## src/rtl/core/rpq_pkg.sv

```systemverilog
// Shared definitions for the render priority queue.
// Holds the stored entry layout, result status codes, request kinds and the priority and reset constants.
// No dependencies.
`default_nettype none

package rpq_pkg;

  // Result status codes.
  localparam logic [2:0] ST_INSERTED = 3'd0;
  localparam logic [2:0] ST_LISTED   = 3'd1;
  localparam logic [2:0] ST_IGNORED  = 3'd2;
  localparam logic [2:0] ST_FULL     = 3'd3;
  localparam logic [2:0] ST_ENTRY    = 3'd4;
  localparam logic [2:0] ST_EMPTY    = 3'd5;

  // Request kinds.
  localparam logic REQ_ENQUEUE = 1'b0;
  localparam logic REQ_FRAME   = 1'b1;

  // Texture number sits above this bit position in the priority.
  localparam int TEX_SHIFT = 24;

  // Reset value of the cleanup delay register.
  localparam logic [7:0] CLEANUP_DELAY_RST = 8'd8;

  // One stored entry of the sorted list.
  typedef struct packed {
    logic [15:0]        id;
    logic signed [31:0] pri;
    logic               mark;
  } entry_t;

endpackage

`default_nettype wire

```

## src/rtl/core/rpq_mem.sv

```systemverilog
// Entry memory of the render priority queue: one write port, one read port.
// Read data is registered, so it appears in the cycle after the address.
// Depends on rpq_pkg for the entry layout.
`default_nettype none

module rpq_mem #(
  parameter int DEPTH = 32
) (
  input  wire logic                      clk,
  input  wire logic                      we,
  input  wire logic [$clog2(DEPTH)-1:0]  waddr,
  input  wire rpq_pkg::entry_t           wdata,
  input  wire logic [$clog2(DEPTH)-1:0]  raddr,
  output rpq_pkg::entry_t                rdata
);

  rpq_pkg::entry_t mem [DEPTH];

  // Write and registered read; a read of the entry being written sees old data.
  always_ff @(posedge clk) begin
    if (we) begin
      mem[waddr] <= wdata;
    end
    rdata <= mem[raddr];
  end

endmodule

`default_nettype wire

```

## src/rtl/core/render_priority_queue.sv

```systemverilog
// Top level of the render priority queue; sequencer around the entry memory.
// Depends on rpq_pkg and rpq_mem.
//
// The block keeps up to DEPTH entries sorted by descending priority in one
// memory with a single read port, and each walk over that memory steps one
// entry per cycle unless the result side stalls it. An enabled enqueue beat
// first scans the list for a duplicate and the insert position; a duplicate
// gets its mark set and a full list answers full. Otherwise, when the new
// entry lands inside the list, each entry behind it is moved down; then the
// insert is written and the result is loaded. A frame beat emits one list
// entry per cycle while the result side takes them. When a prune is due, it
// then walks the list once more. Input beats are taken only while no
// operation is in progress. The memory needs no clearing pass after reset:
// only the first entry_count entries are ever read.
`default_nettype none

module render_priority_queue #(
  parameter int DEPTH = 32
) (
  input  wire logic               clk,
  input  wire logic               rst_n,
  // Configuration
  input  wire logic               cfg_we,
  input  wire logic [7:0]         cfg_wdata,
  // Request channel
  input  wire logic               in_valid,
  output logic                    in_stall,
  input  wire logic               in_req_type,
  input  wire logic [15:0]        in_object_id,
  input  wire logic               in_draw_enable,
  input  wire logic [6:0]         in_texture_id,
  input  wire logic [31:0]        in_dist_sq_x100,
  // Result channel
  output logic                    out_valid,
  input  wire logic               out_stall,
  output logic [2:0]              out_status,
  output logic [15:0]             out_entry_id,
  output logic signed [31:0]      out_entry_priority,
  output logic                    out_last
);

  localparam int AW = $clog2(DEPTH);
  localparam int CW = $clog2(DEPTH + 1);

  typedef enum logic [6:0] {
    S_IDLE  = 7'b0000001,
    S_SCAN  = 7'b0000010,
    S_SHIFT = 7'b0000100,
    S_INS   = 7'b0001000,
    S_RESP  = 7'b0010000,
    S_EMIT  = 7'b0100000,
    S_PRUNE = 7'b1000000
  } state_t;

  state_t state_r, state_nxt;

  logic [CW-1:0] idx_r, idx_nxt;
  logic [CW-1:0] count_r, count_nxt;
  logic [CW-1:0] pos_r, pos_nxt;
  logic [CW-1:0] wr_r, wr_nxt;
  logic          found_r, found_nxt;
  logic          prune_r, prune_nxt;
  logic [7:0]    frame_r, frame_nxt;
  logic [7:0]    delay_r, delay_nxt;

  logic [15:0]        req_id_r, req_id_nxt;
  logic signed [31:0] req_pri_r, req_pri_nxt;
  logic [2:0]         res_status_r, res_status_nxt;

  logic               out_valid_r, out_valid_nxt;
  logic [2:0]         out_status_r, out_status_nxt;
  logic [15:0]        out_id_r, out_id_nxt;
  logic signed [31:0] out_pri_r, out_pri_nxt;
  logic               out_last_r, out_last_nxt;

  logic               mem_we;
  logic [AW-1:0]      mem_waddr;
  rpq_pkg::entry_t    mem_wdata;
  rpq_pkg::entry_t    mem_rdata;

  logic               out_free;
  logic signed [31:0] in_pri;
  logic [7:0]         frame_inc;
  logic               full;

  // Entry memory; the read address is always the next index, so the read
  // data in a cycle belongs to the entry at idx_r.
  rpq_mem #(
    .DEPTH (DEPTH)
  ) u_mem (
    .clk   (clk),
    .we    (mem_we),
    .waddr (mem_waddr),
    .wdata (mem_wdata),
    .raddr (idx_nxt[AW-1:0]),
    .rdata (mem_rdata)
  );

  // Priority: texture above bit 24, minus the signed low half of the distance.
  assign in_pri = $signed({1'b0, in_texture_id, {rpq_pkg::TEX_SHIFT{1'b0}}})
                - $signed({{16{in_dist_sq_x100[15]}}, in_dist_sq_x100[15:0]});

  assign frame_inc = frame_r + 8'd1;
  assign full      = (count_r == CW'(DEPTH));
  assign out_free  = !out_valid_r || !out_stall;
  assign in_stall  = (state_r != S_IDLE);

  // Sequencer.
  always_comb begin
    state_nxt      = state_r;
    idx_nxt        = idx_r;
    count_nxt      = count_r;
    pos_nxt        = pos_r;
    wr_nxt         = wr_r;
    found_nxt      = found_r;
    prune_nxt      = prune_r;
    frame_nxt      = frame_r;
    delay_nxt      = delay_r;
    req_id_nxt     = req_id_r;
    req_pri_nxt    = req_pri_r;
    res_status_nxt = res_status_r;
    out_valid_nxt  = out_valid_r && out_stall;
    out_status_nxt = out_status_r;
    out_id_nxt     = out_id_r;
    out_pri_nxt    = out_pri_r;
    out_last_nxt   = out_last_r;
    mem_we         = 1'b0;
    mem_waddr      = idx_r[AW-1:0];
    mem_wdata      = mem_rdata;

    if (cfg_we) begin
      delay_nxt = cfg_wdata;
    end

    unique case (state_r)
      S_IDLE: begin
        if (in_valid) begin
          req_id_nxt  = in_object_id;
          req_pri_nxt = in_pri;
          idx_nxt     = '0;
          if (in_req_type == rpq_pkg::REQ_ENQUEUE) begin
            if (!in_draw_enable) begin
              res_status_nxt = rpq_pkg::ST_IGNORED;
              state_nxt      = S_RESP;
            end else begin
              found_nxt = 1'b0;
              pos_nxt   = count_r;
              state_nxt = S_SCAN;
            end
          end else begin
            // Frame bookkeeping is settled up front; the prune runs after emission.
            if (frame_inc >= delay_r) begin
              frame_nxt = 8'd0;
              prune_nxt = (count_r != '0);
            end else begin
              frame_nxt = frame_inc;
              prune_nxt = 1'b0;
            end
            if (count_r == '0) begin
              req_id_nxt     = 16'd0;
              req_pri_nxt    = 32'sd0;
              res_status_nxt = rpq_pkg::ST_EMPTY;
              state_nxt      = S_RESP;
            end else begin
              state_nxt = S_EMIT;
            end
          end
        end
      end

      S_SCAN: begin
        if (idx_r == count_r) begin
          if (full) begin
            res_status_nxt = rpq_pkg::ST_FULL;
            state_nxt      = S_RESP;
          end else if (found_r) begin
            idx_nxt   = count_r - CW'(1);
            state_nxt = S_SHIFT;
          end else begin
            state_nxt = S_INS;
          end
        end else if (mem_rdata.id == req_id_r) begin
          // Already listed: keep its place, set its mark.
          mem_we         = 1'b1;
          mem_waddr      = idx_r[AW-1:0];
          mem_wdata      = mem_rdata;
          mem_wdata.mark = 1'b1;
          res_status_nxt = rpq_pkg::ST_LISTED;
          state_nxt      = S_RESP;
        end else begin
          if (!found_r && (req_pri_r >= mem_rdata.pri)) begin
            found_nxt = 1'b1;
            pos_nxt   = idx_r;
          end
          idx_nxt = idx_r + CW'(1);
        end
      end

      S_SHIFT: begin
        // Move one entry down, walking from the tail toward the insert point.
        mem_we    = 1'b1;
        mem_waddr = AW'(idx_r + CW'(1));
        mem_wdata = mem_rdata;
        if (idx_r == pos_r) begin
          state_nxt = S_INS;
        end else begin
          idx_nxt = idx_r - CW'(1);
        end
      end

      S_INS: begin
        mem_we         = 1'b1;
        mem_waddr      = pos_r[AW-1:0];
        mem_wdata.id   = req_id_r;
        mem_wdata.pri  = req_pri_r;
        mem_wdata.mark = 1'b1;
        count_nxt      = count_r + CW'(1);
        res_status_nxt = rpq_pkg::ST_INSERTED;
        state_nxt      = S_RESP;
      end

      S_RESP: begin
        if (out_free) begin
          out_valid_nxt  = 1'b1;
          out_status_nxt = res_status_r;
          out_id_nxt     = req_id_r;
          out_pri_nxt    = req_pri_r;
          out_last_nxt   = 1'b1;
          state_nxt      = S_IDLE;
        end
      end

      S_EMIT: begin
        if (out_free) begin
          out_valid_nxt  = 1'b1;
          out_status_nxt = rpq_pkg::ST_ENTRY;
          out_id_nxt     = mem_rdata.id;
          out_pri_nxt    = mem_rdata.pri;
          out_last_nxt   = ((idx_r + CW'(1)) == count_r);
          if ((idx_r + CW'(1)) == count_r) begin
            if (prune_r) begin
              idx_nxt   = '0;
              wr_nxt    = '0;
              state_nxt = S_PRUNE;
            end else begin
              state_nxt = S_IDLE;
            end
          end else begin
            idx_nxt = idx_r + CW'(1);
          end
        end
      end

      S_PRUNE: begin
        // Compact marked entries toward the head and clear their marks.
        if (idx_r == count_r) begin
          count_nxt = wr_r;
          state_nxt = S_IDLE;
        end else begin
          if (mem_rdata.mark) begin
            mem_we         = 1'b1;
            mem_waddr      = wr_r[AW-1:0];
            mem_wdata      = mem_rdata;
            mem_wdata.mark = 1'b0;
            wr_nxt         = wr_r + CW'(1);
          end
          idx_nxt = idx_r + CW'(1);
        end
      end

      default: begin
        state_nxt = S_IDLE;
      end
    endcase
  end

  // Control registers.
  always_ff @(posedge clk) begin
    if (!rst_n) begin
      state_r     <= S_IDLE;
      count_r     <= '0;
      frame_r     <= 8'd0;
      delay_r     <= rpq_pkg::CLEANUP_DELAY_RST;
      out_valid_r <= 1'b0;
      idx_r       <= '0;
    end else begin
      state_r     <= state_nxt;
      count_r     <= count_nxt;
      frame_r     <= frame_nxt;
      delay_r     <= delay_nxt;
      out_valid_r <= out_valid_nxt;
      idx_r       <= idx_nxt;
    end
  end

  // Working and payload registers.
  always_ff @(posedge clk) begin
    pos_r        <= pos_nxt;
    wr_r         <= wr_nxt;
    found_r      <= found_nxt;
    prune_r      <= prune_nxt;
    req_id_r     <= req_id_nxt;
    req_pri_r    <= req_pri_nxt;
    res_status_r <= res_status_nxt;
    out_status_r <= out_status_nxt;
    out_id_r     <= out_id_nxt;
    out_pri_r    <= out_pri_nxt;
    out_last_r   <= out_last_nxt;
  end

  assign out_valid          = out_valid_r;
  assign out_status         = out_status_r;
  assign out_entry_id       = out_id_r;
  assign out_entry_priority = out_pri_r;
  assign out_last           = out_last_r;

endmodule

`default_nettype wire

```

## config.mk

```make
export PLATFORM = sky130hd
export DESIGN_NAME = render_priority_queue
export DESIGN_NICKNAME = d
export VERILOG_FILES = /design/src/rtl/core/rpq_pkg.sv /design/src/rtl/core/rpq_mem.sv /design/src/rtl/core/render_priority_queue.sv
export SDC_FILE = /design/constraint.sdc
export NUM_CORES = 2
export LEC_CHECK = 0
export ABC_AREA = 1
export BUFFER_PORTS_ARGS = -buffer_cell sky130_fd_sc_hd__buf_2
export CAP_MARGIN = 40
export CORE_MARGIN = 2
export CORE_UTILIZATION = 45
export DETAILED_ROUTE_END_ITERATION = 10
export PLACE_DENSITY = 0.68
export SETUP_SLACK_MARGIN = 0.3
export SLEW_MARGIN = 20
export SYNTH_ARGS = -nofsm -noshare
export SYNTH_HDL_FRONTEND = slang
export SYNTH_SLANG_ARGS = --single-unit
```

## constraint.sdc

```tcl
create_clock -name clk -period 4.6 [get_ports clk]
set_input_delay 0.46 -clock clk [delete_from_list [all_inputs] [get_ports clk]]
set_output_delay 0.46 -clock clk [all_outputs]
set_load 0.02 [all_outputs]
```

[After elaboration in Yosys (flattened, before gate mapping)]
Memory sizes are Yosys's and may differ from the RTL's. A register that Yosys moved wholly into a read port is not among the register bits.
Index checks and enable logic that the tools add are counted.
Cells by class
  add/subtract/negate cells: 7
  order comparisons: 2
  eq/ne operators: 36
  multiplexer cells: 89
  reductions and logical operators: 25
Operators with widths (number)
  $pmux 49 s3: 1
  $mux 6: 23
  $mux 32: 4
  $mux 7: 10
  $mux 16: 4
  $pmux 32 s2: 1
  $pmux 7 s7: 1
  $pmux 6 s2: 3
  $ge 32x32->1: 1
  $pmux 16 s2: 1
  $sub 32x16->32: 1
  $pmux 6 s5: 1
  $ne 2x2->1 const B: 14
  $mux 3: 9
  $ne 3x3->1 const B: 8
  $mux 5: 4
  $mux 1: 19
  $add 6x1->6 const B: 3
  $eq 6x6->1: 3
  $eq 16x16->1: 1
  $pmux 5 s3: 1
  $reduce_and 7->1: 2
  $reduce_and 6->1: 2
  $sub 6x1->6 const B: 2
  other kinds (30): 40
Word-level totals
  register bits after elaboration: 153
  RAM bits: 1568
  bits of input ports: 70
  output and inout port bits: 54
  word-level logic and storage cells: 178
  memories kept: 1
Memory list
  u_mem.mem: depth 32, bits a word 49, rd ports 1, clocked after memory_dff 1, wr ports 1, RTL line rpq_mem.sv:17  | rpq_pkg::entry_t mem [DEPTH];

[Depth between registers and ports, before layout]
  depth in word-level cells: 6
  gate-level depth with buffers: 26
  mapped depth without buffers: 22

[Cells and area by module]
A second synthesis with hierarchy kept.
Unflattened totals
  cell total of the unflattened synthesis: 6736
  area, all modules: 74393.8 um^2
By module, submodules not included
  rpq_mem: instances 1, cells an instance 5387, area an instance 64230.4 um^2, sequential area each 48066.1 um^2
  render_priority_queue: instances 1, cells an instance 1349, area an instance 10163.5 um^2, sequential area each 4234.1 um^2

[Worst setup path before layout]
Ideal clock, no wire load.
  kind: flip-flop to flip-flop
  start: reg count_r[3]
  end: mem u_mem.mem[10][0] in the netlist's numbering, enable pin
  library setup time: 0.456 ns
  data arrival time: 4.041 ns
  required time: 4.144 ns
  slack: 0.103 ns
  cell stages (with the launch flop): 17
  buffers on the path: 2
  period minus slack after synthesis: 4.497 ns
  cell sequence: dfxtp_1 -> buf_2 -> inv_2 -> nand2_1 -> nand2_1 -> nand3_2 -> nor2_4 -> nand2_4 -> buf_2 -> nand2_1 -> o21ai_0 -> a21oi_1 -> o32ai_1 -> inv_1 -> nor2_1 -> nand2_1 -> nor2_1
On the way
  longest elaborated chain between the ends: 5
  elaborated cells between the ends (all ways): 8
  classes of those cells: eq/ne (1); mux (7)
RTL lines
  start, declared: RTL line render_priority_queue.sv:58  | logic [CW-1:0] count_r, count_nxt;
  start signal, assigned: RTL line render_priority_queue.sv:288  | count_r <= count_nxt;
  $eq 6x6->1 *: RTL line render_priority_queue.sv:172, render_priority_queue.sv:256
  $mux 1 (on tied branches): RTL line render_priority_queue.sv:256, render_priority_queue.sv:172
  $pmux 1 s3: RTL line render_priority_queue.sv:135  | unique case (state_r)
  $mux 1: RTL line rpq_mem.sv:21  | if (we) begin
  $mux 1 (implied by the code): RTL line rpq_mem.sv:22  | mem[waddr] <= wdata;
  end, declared: RTL line rpq_mem.sv:17
Mark *: on every way between the ends. The rest lies on a longest branch, timed or not.

[Worst setup path in the final report]
  start: reg, netlist name u_mem.rdata[37]
  end: mem u_mem.mem[17][23] in the netlist's numbering, enable pin
On the way
  longest elaborated chain between the ends: 6
RTL lines
  $eq 16x16->1: RTL line render_priority_queue.sv:182  | end else if (mem_rdata.id == req_id_r) begin
  $mux 1: RTL line render_priority_queue.sv:182
  $mux 1: RTL line render_priority_queue.sv:172  | if (idx_r == count_r) begin
  $pmux 1 s3: RTL line render_priority_queue.sv:135
  $mux 1: RTL line rpq_mem.sv:21
  $mux 1 (implied by the code): RTL line rpq_mem.sv:22
No other way between the ends.

==> results.md <==
| Result | This run | Unit |
|:---|:---|:---|
| Result of the run | finished, final reports clean | - |
| Root Driver | clkbuf_16 | - |
| Core Footprint | 172000 | um2 |
| Clk network pwr share | 41.7 | % |
| Overall die area | 177000 | um2 |
| Clock slew seen by the registers of the worst setup and hold paths | 0.07 | ns |
| Largest net degree at the start of global routing | 203 | - |
| H-tree Lvls | 4 | - |
| Top cells by instance count after synthesis | nand2_1 (2809), edfxtp_1 (1685), nand4_1 (753) | - |
| Proportion of power drawn by flip-flops and latches | 53.4 | % |
| Antenna Violating Nets Remaining | 0 | - |
| P&R area growth vs syn | 14.0 | % |
| Internal Power | 26.3 | mW |
| # resized after CTS | 0 | - |
| Most common flop cell mapped by yosys | edfxtp_1 | - |
| Via count of the first global-routing pass | 54100 | - |
| Final design area excluding fillers | 88900 | um2 |
| Layout Skew | 0.0521 | ns |
| Endpoints failing hold | 0 | - |
| Insertion delay of the later-clocked pin in the worst-skew pair | 0.83 | ns |
| Register bit count reported by yosys | 1770 | - |
| Per-instance average area after synthesis | 10.5 | um2 |
| Switching portion of total power | 22.1 | % |
| Worst-case reg-to-reg path depth | 14 | - |
| Final-stage net count | 7578 | - |
| Initial Utilization | 45.3 | % |
| Max frequency | 249 | MHz |
| Arrival time at the worst endpoint | 4.47 | ns |
| Crit start category | register | - |
| RSZ-0062 raised after global routing | no | - |
| Number of fillers in the final layout | 14700 | - |
| Detailed-route wire length | 231000 | um |
| Fin worst setup slack | 0.585 | ns |
| DRC violations left | 0 | - |
| Time the worst path needs with I/O delays and setup | 4.01 | ns |
| Leakage power of the design | 33.8 | nW |
| Pwr per Cell Area | 380 | nW/um2 |
| Register area share after synthesis | 67.1 | % |
| Final period util | 87.3 | % |
| Worst-path maximum fanout | 36 | - |
| Sum of net half-perimeters after detailed placement | 123000 | um |
| Routability Congestion | 0.902 | - |
| Headroom to the max-slew limit | 23.2 | % |
| Boundary pin count | 124 | - |
| Routed wire per std cell | 23.3 | um |
| Via/cell ratio | 5.84 | - |
| Number of vias after detailed routing | 57900 | - |
| Final number of max-transition violations | 0 | - |
| Proportion of register bits with asynchronous set or reset after synthesis | 0 | % |
| Capturing element of the worst setup path | u_mem.mem[17][23]$_DFFE_PP_ | - |
| Crit path kind | reg -> reg | - |
| Most instantiated library cell after synthesis | nand2_1 | - |
| Initial antenna violation count | 2 | - |
| Startpoint of the worst-slack reg-to-reg timing path | u_mem.rdata[37]$_DFF_P_ | - |
| Number of sinks driven by the clock tree | 1770 | - |
| Worst hold path depth | 3 | - |
| TritonCTS clock tree | built | - |
| Ranking of synthesized cells by area | edfxtp_1 (65%), nand2_1 (14%), nand4_1 (6.0%) | - |
| Maximum vdd drop | 0.369 | mV |
| Initial drt markers | 7818 | - |
| Post-synth EDFFs | 1685 | - |
| Total congestion overflow | 0 | - |
| Critical R2R Capture | u_mem.mem[17][23]$_DFFE_PP_ | - |
| Switching power of the nets | 7.47 | mW |
| Slew at the pin closest to its max-slew limit | 1.15 | ns |
| Fraction of layout cells with a size suffix above 1 | 9.87 | % |
| Worst min-delay path category | in -> reg | - |
| Drt first pass iters | 9 | - |
| Library cell occupying the most area in the post-synthesis netlist | edfxtp_1 | - |
| Comb pwr share | 5.0 | % |
| Post-CTS setup buffer count | 0 | - |
| Row Count | 152 | - |
| Area share of the leading cell type in the synthesized netlist | 64.9 | % |
| Setup tns final | 0 | ns |
| Kind of end point of the critical path | register | - |
| Die boundary height | 420 | um |
| Total chip power | 33.8 | mW |
| Syn_nets | 7533 | - |
| Maximum clock path buffer count | 3 | - |
| Worst setup slack before clock tree synthesis | 0.655 | ns |
| Cell area after placement | 82900 | um2 |
| Distinct cells, synth | 49 | - |
| Number of instances in the synthesized netlist | 7407 | - |
| Total global-route track usage | 25.7 | % |
| CTS hold repair buffers | 34 | - |
| Start point of the critical path | u_mem.rdata[37]$_DFF_P_ | - |
| Port bufs | 107 | - |
| Die width | 420 | um |
| Number of warnings issued by yosys | 0 | - |
| Total standard cell area after synthesis | 78000 | um2 |
| Register-to-register setup slack | 0.59 | ns |
| Final setup fails | 0 | - |
| Total clock buffers created by CTS | 172 | - |
| Max-cap violations | 0 | - |
| Wire length of the first global-routing pass | 341000 | um |
| Critical Path RT | 5.05 | ns |
==> power by group through the flow <==
| stage | combinational (mW) | sequential (mW) | clock (mW) |
|---|---|---|---|
| 4_1_cts | 1.66 | 18.0 | 14.2 |
| 3_5_place_dp | 1.63 | 18.4 | 0 |
| 2_1_floorplan | 0.924 | 18.4 | 0 |
| 3_3_place_gp | 1.55 | 18.4 | 0 |
| 6_report | 1.68 | 18.0 | 14.1 |
| 5_1_grt | 1.84 | 18.0 | 14.8 |
==> final cells by class <==
| type | count | area (um2) | area share [%] |
|---|---|---|---|
| Sequential cell | 1770 | 52300 | 58.9 |
| Clock inverter | 110 | 1010 | 1.13 |
| Clock buffer | 208 | 4550 | 5.12 |
| Multi-Input combinational cell | 4850 | 22700 | 25.6 |
| Antenna cell | 3 | 7.51 | 0.00845 |
| Tap cell | 2310 | 2890 | 3.25 |
| Inverter | 252 | 962 | 1.08 |
| Timing Repair Buffer | 406 | 4410 | 4.96 |
==> registers in the layout, indices dropped and copies added (netlist names), 8 cells and up <==
| signal | count |
|---|---|
| delay_r | 8 |
| frame_r | 8 |
| out_entry_id | 16 |
| out_entry_priority | 32 |
| req_id_r | 16 |
| req_pri_r | 32 |
| u_mem.mem | 1568 |
| u_mem.rdata | 49 |
==> logic make-up after synthesis <==
family	synth area share (%)
compound gates	2.23
xor+xnor	0.281
fa+ha+maj	0.899
buf+inv	4.41
flops	67.1
simple gates	25.1
==> placed cells by master, fill, tap and decap left out, types with 19 or more instances in the layout <==
cell / n
a21oi_1: 111
buf_12: 112
buf_2: 107
buf_4: 128
buf_6: 19
clkbuf_1: 28
clkbuf_16: 175
clkinv_1: 40
clkinv_2: 41
dfxtp_1: 85
dlygate4sd3_1: 34
edfxtp_1: 1685
ha_1: 56
inv_1: 233
nand2_1: 2808
nand3_1: 633
nand4_1: 753
nor2_1: 159
nor2_4: 40
o21ai_0: 74
o21ai_1: 55
o21ai_2: 35
xor2_1: 19
==> metrics by stage <==
step,util [%],hold WS (ns),instances
after global routing,51.7,0.0274,9908
final,51.7,0.0333,9909
after CTS,51.7,0.00190,9904
after floorplan,-,0.435,7407
after global placement,48.0,0.464,9525
after detailed placement,48.2,0.459,9552
==> worst max-delay path: stages (launching register included) <==
cell and delay [ns]:
dfxtp_1 0.60, inv_1 0.08, nand2_1 0.07, nand2_1 0.05
nor2_1 0.09, nand2_1 0.10, nor2_1 0.31, nand3_1 0.21
o21ai_0 0.36, buf_4 0.23, nand2_1 0.06, inv_1 0.11
nand2_1 0.23, nor2_4 0.68, buf_12 0.43
==> worst min-delay path by stage <==
stage / startpoint / to / slack, ns
floorplan: delay_r[7]$_SDFFE_PN0P_ / delay_r[7]$_SDFFE_PN0P_ / 0.43
global placement: delay_r[7]$_SDFFE_PN0P_ / delay_r[7]$_SDFFE_PN0P_ / 0.46
detailed placement: delay_r[7]$_SDFFE_PN0P_ / delay_r[7]$_SDFFE_PN0P_ / 0.46
CTS: in_req_type / state_r[5]$_SDFFE_PN0P_ / 0.002
global route: in_req_type / state_r[5]$_SDFFE_PN0P_ / 0.03
finish: cfg_wdata[4] / delay_r[4]$_SDFFE_PN0P_ / 0.03
==> metal layers <==
metal,track usage (%),wire length (um),up-vias,part of all wire (%)
met4,13.1,12200,0,5.3
met3,4.02,22300,569,9.7
li1,-,-,26100,-
met1,34.3,88900,28000,38
met2,40.8,108000,3214,47
met5,0,0,-,0
Power figures use the tool's default switching activity.
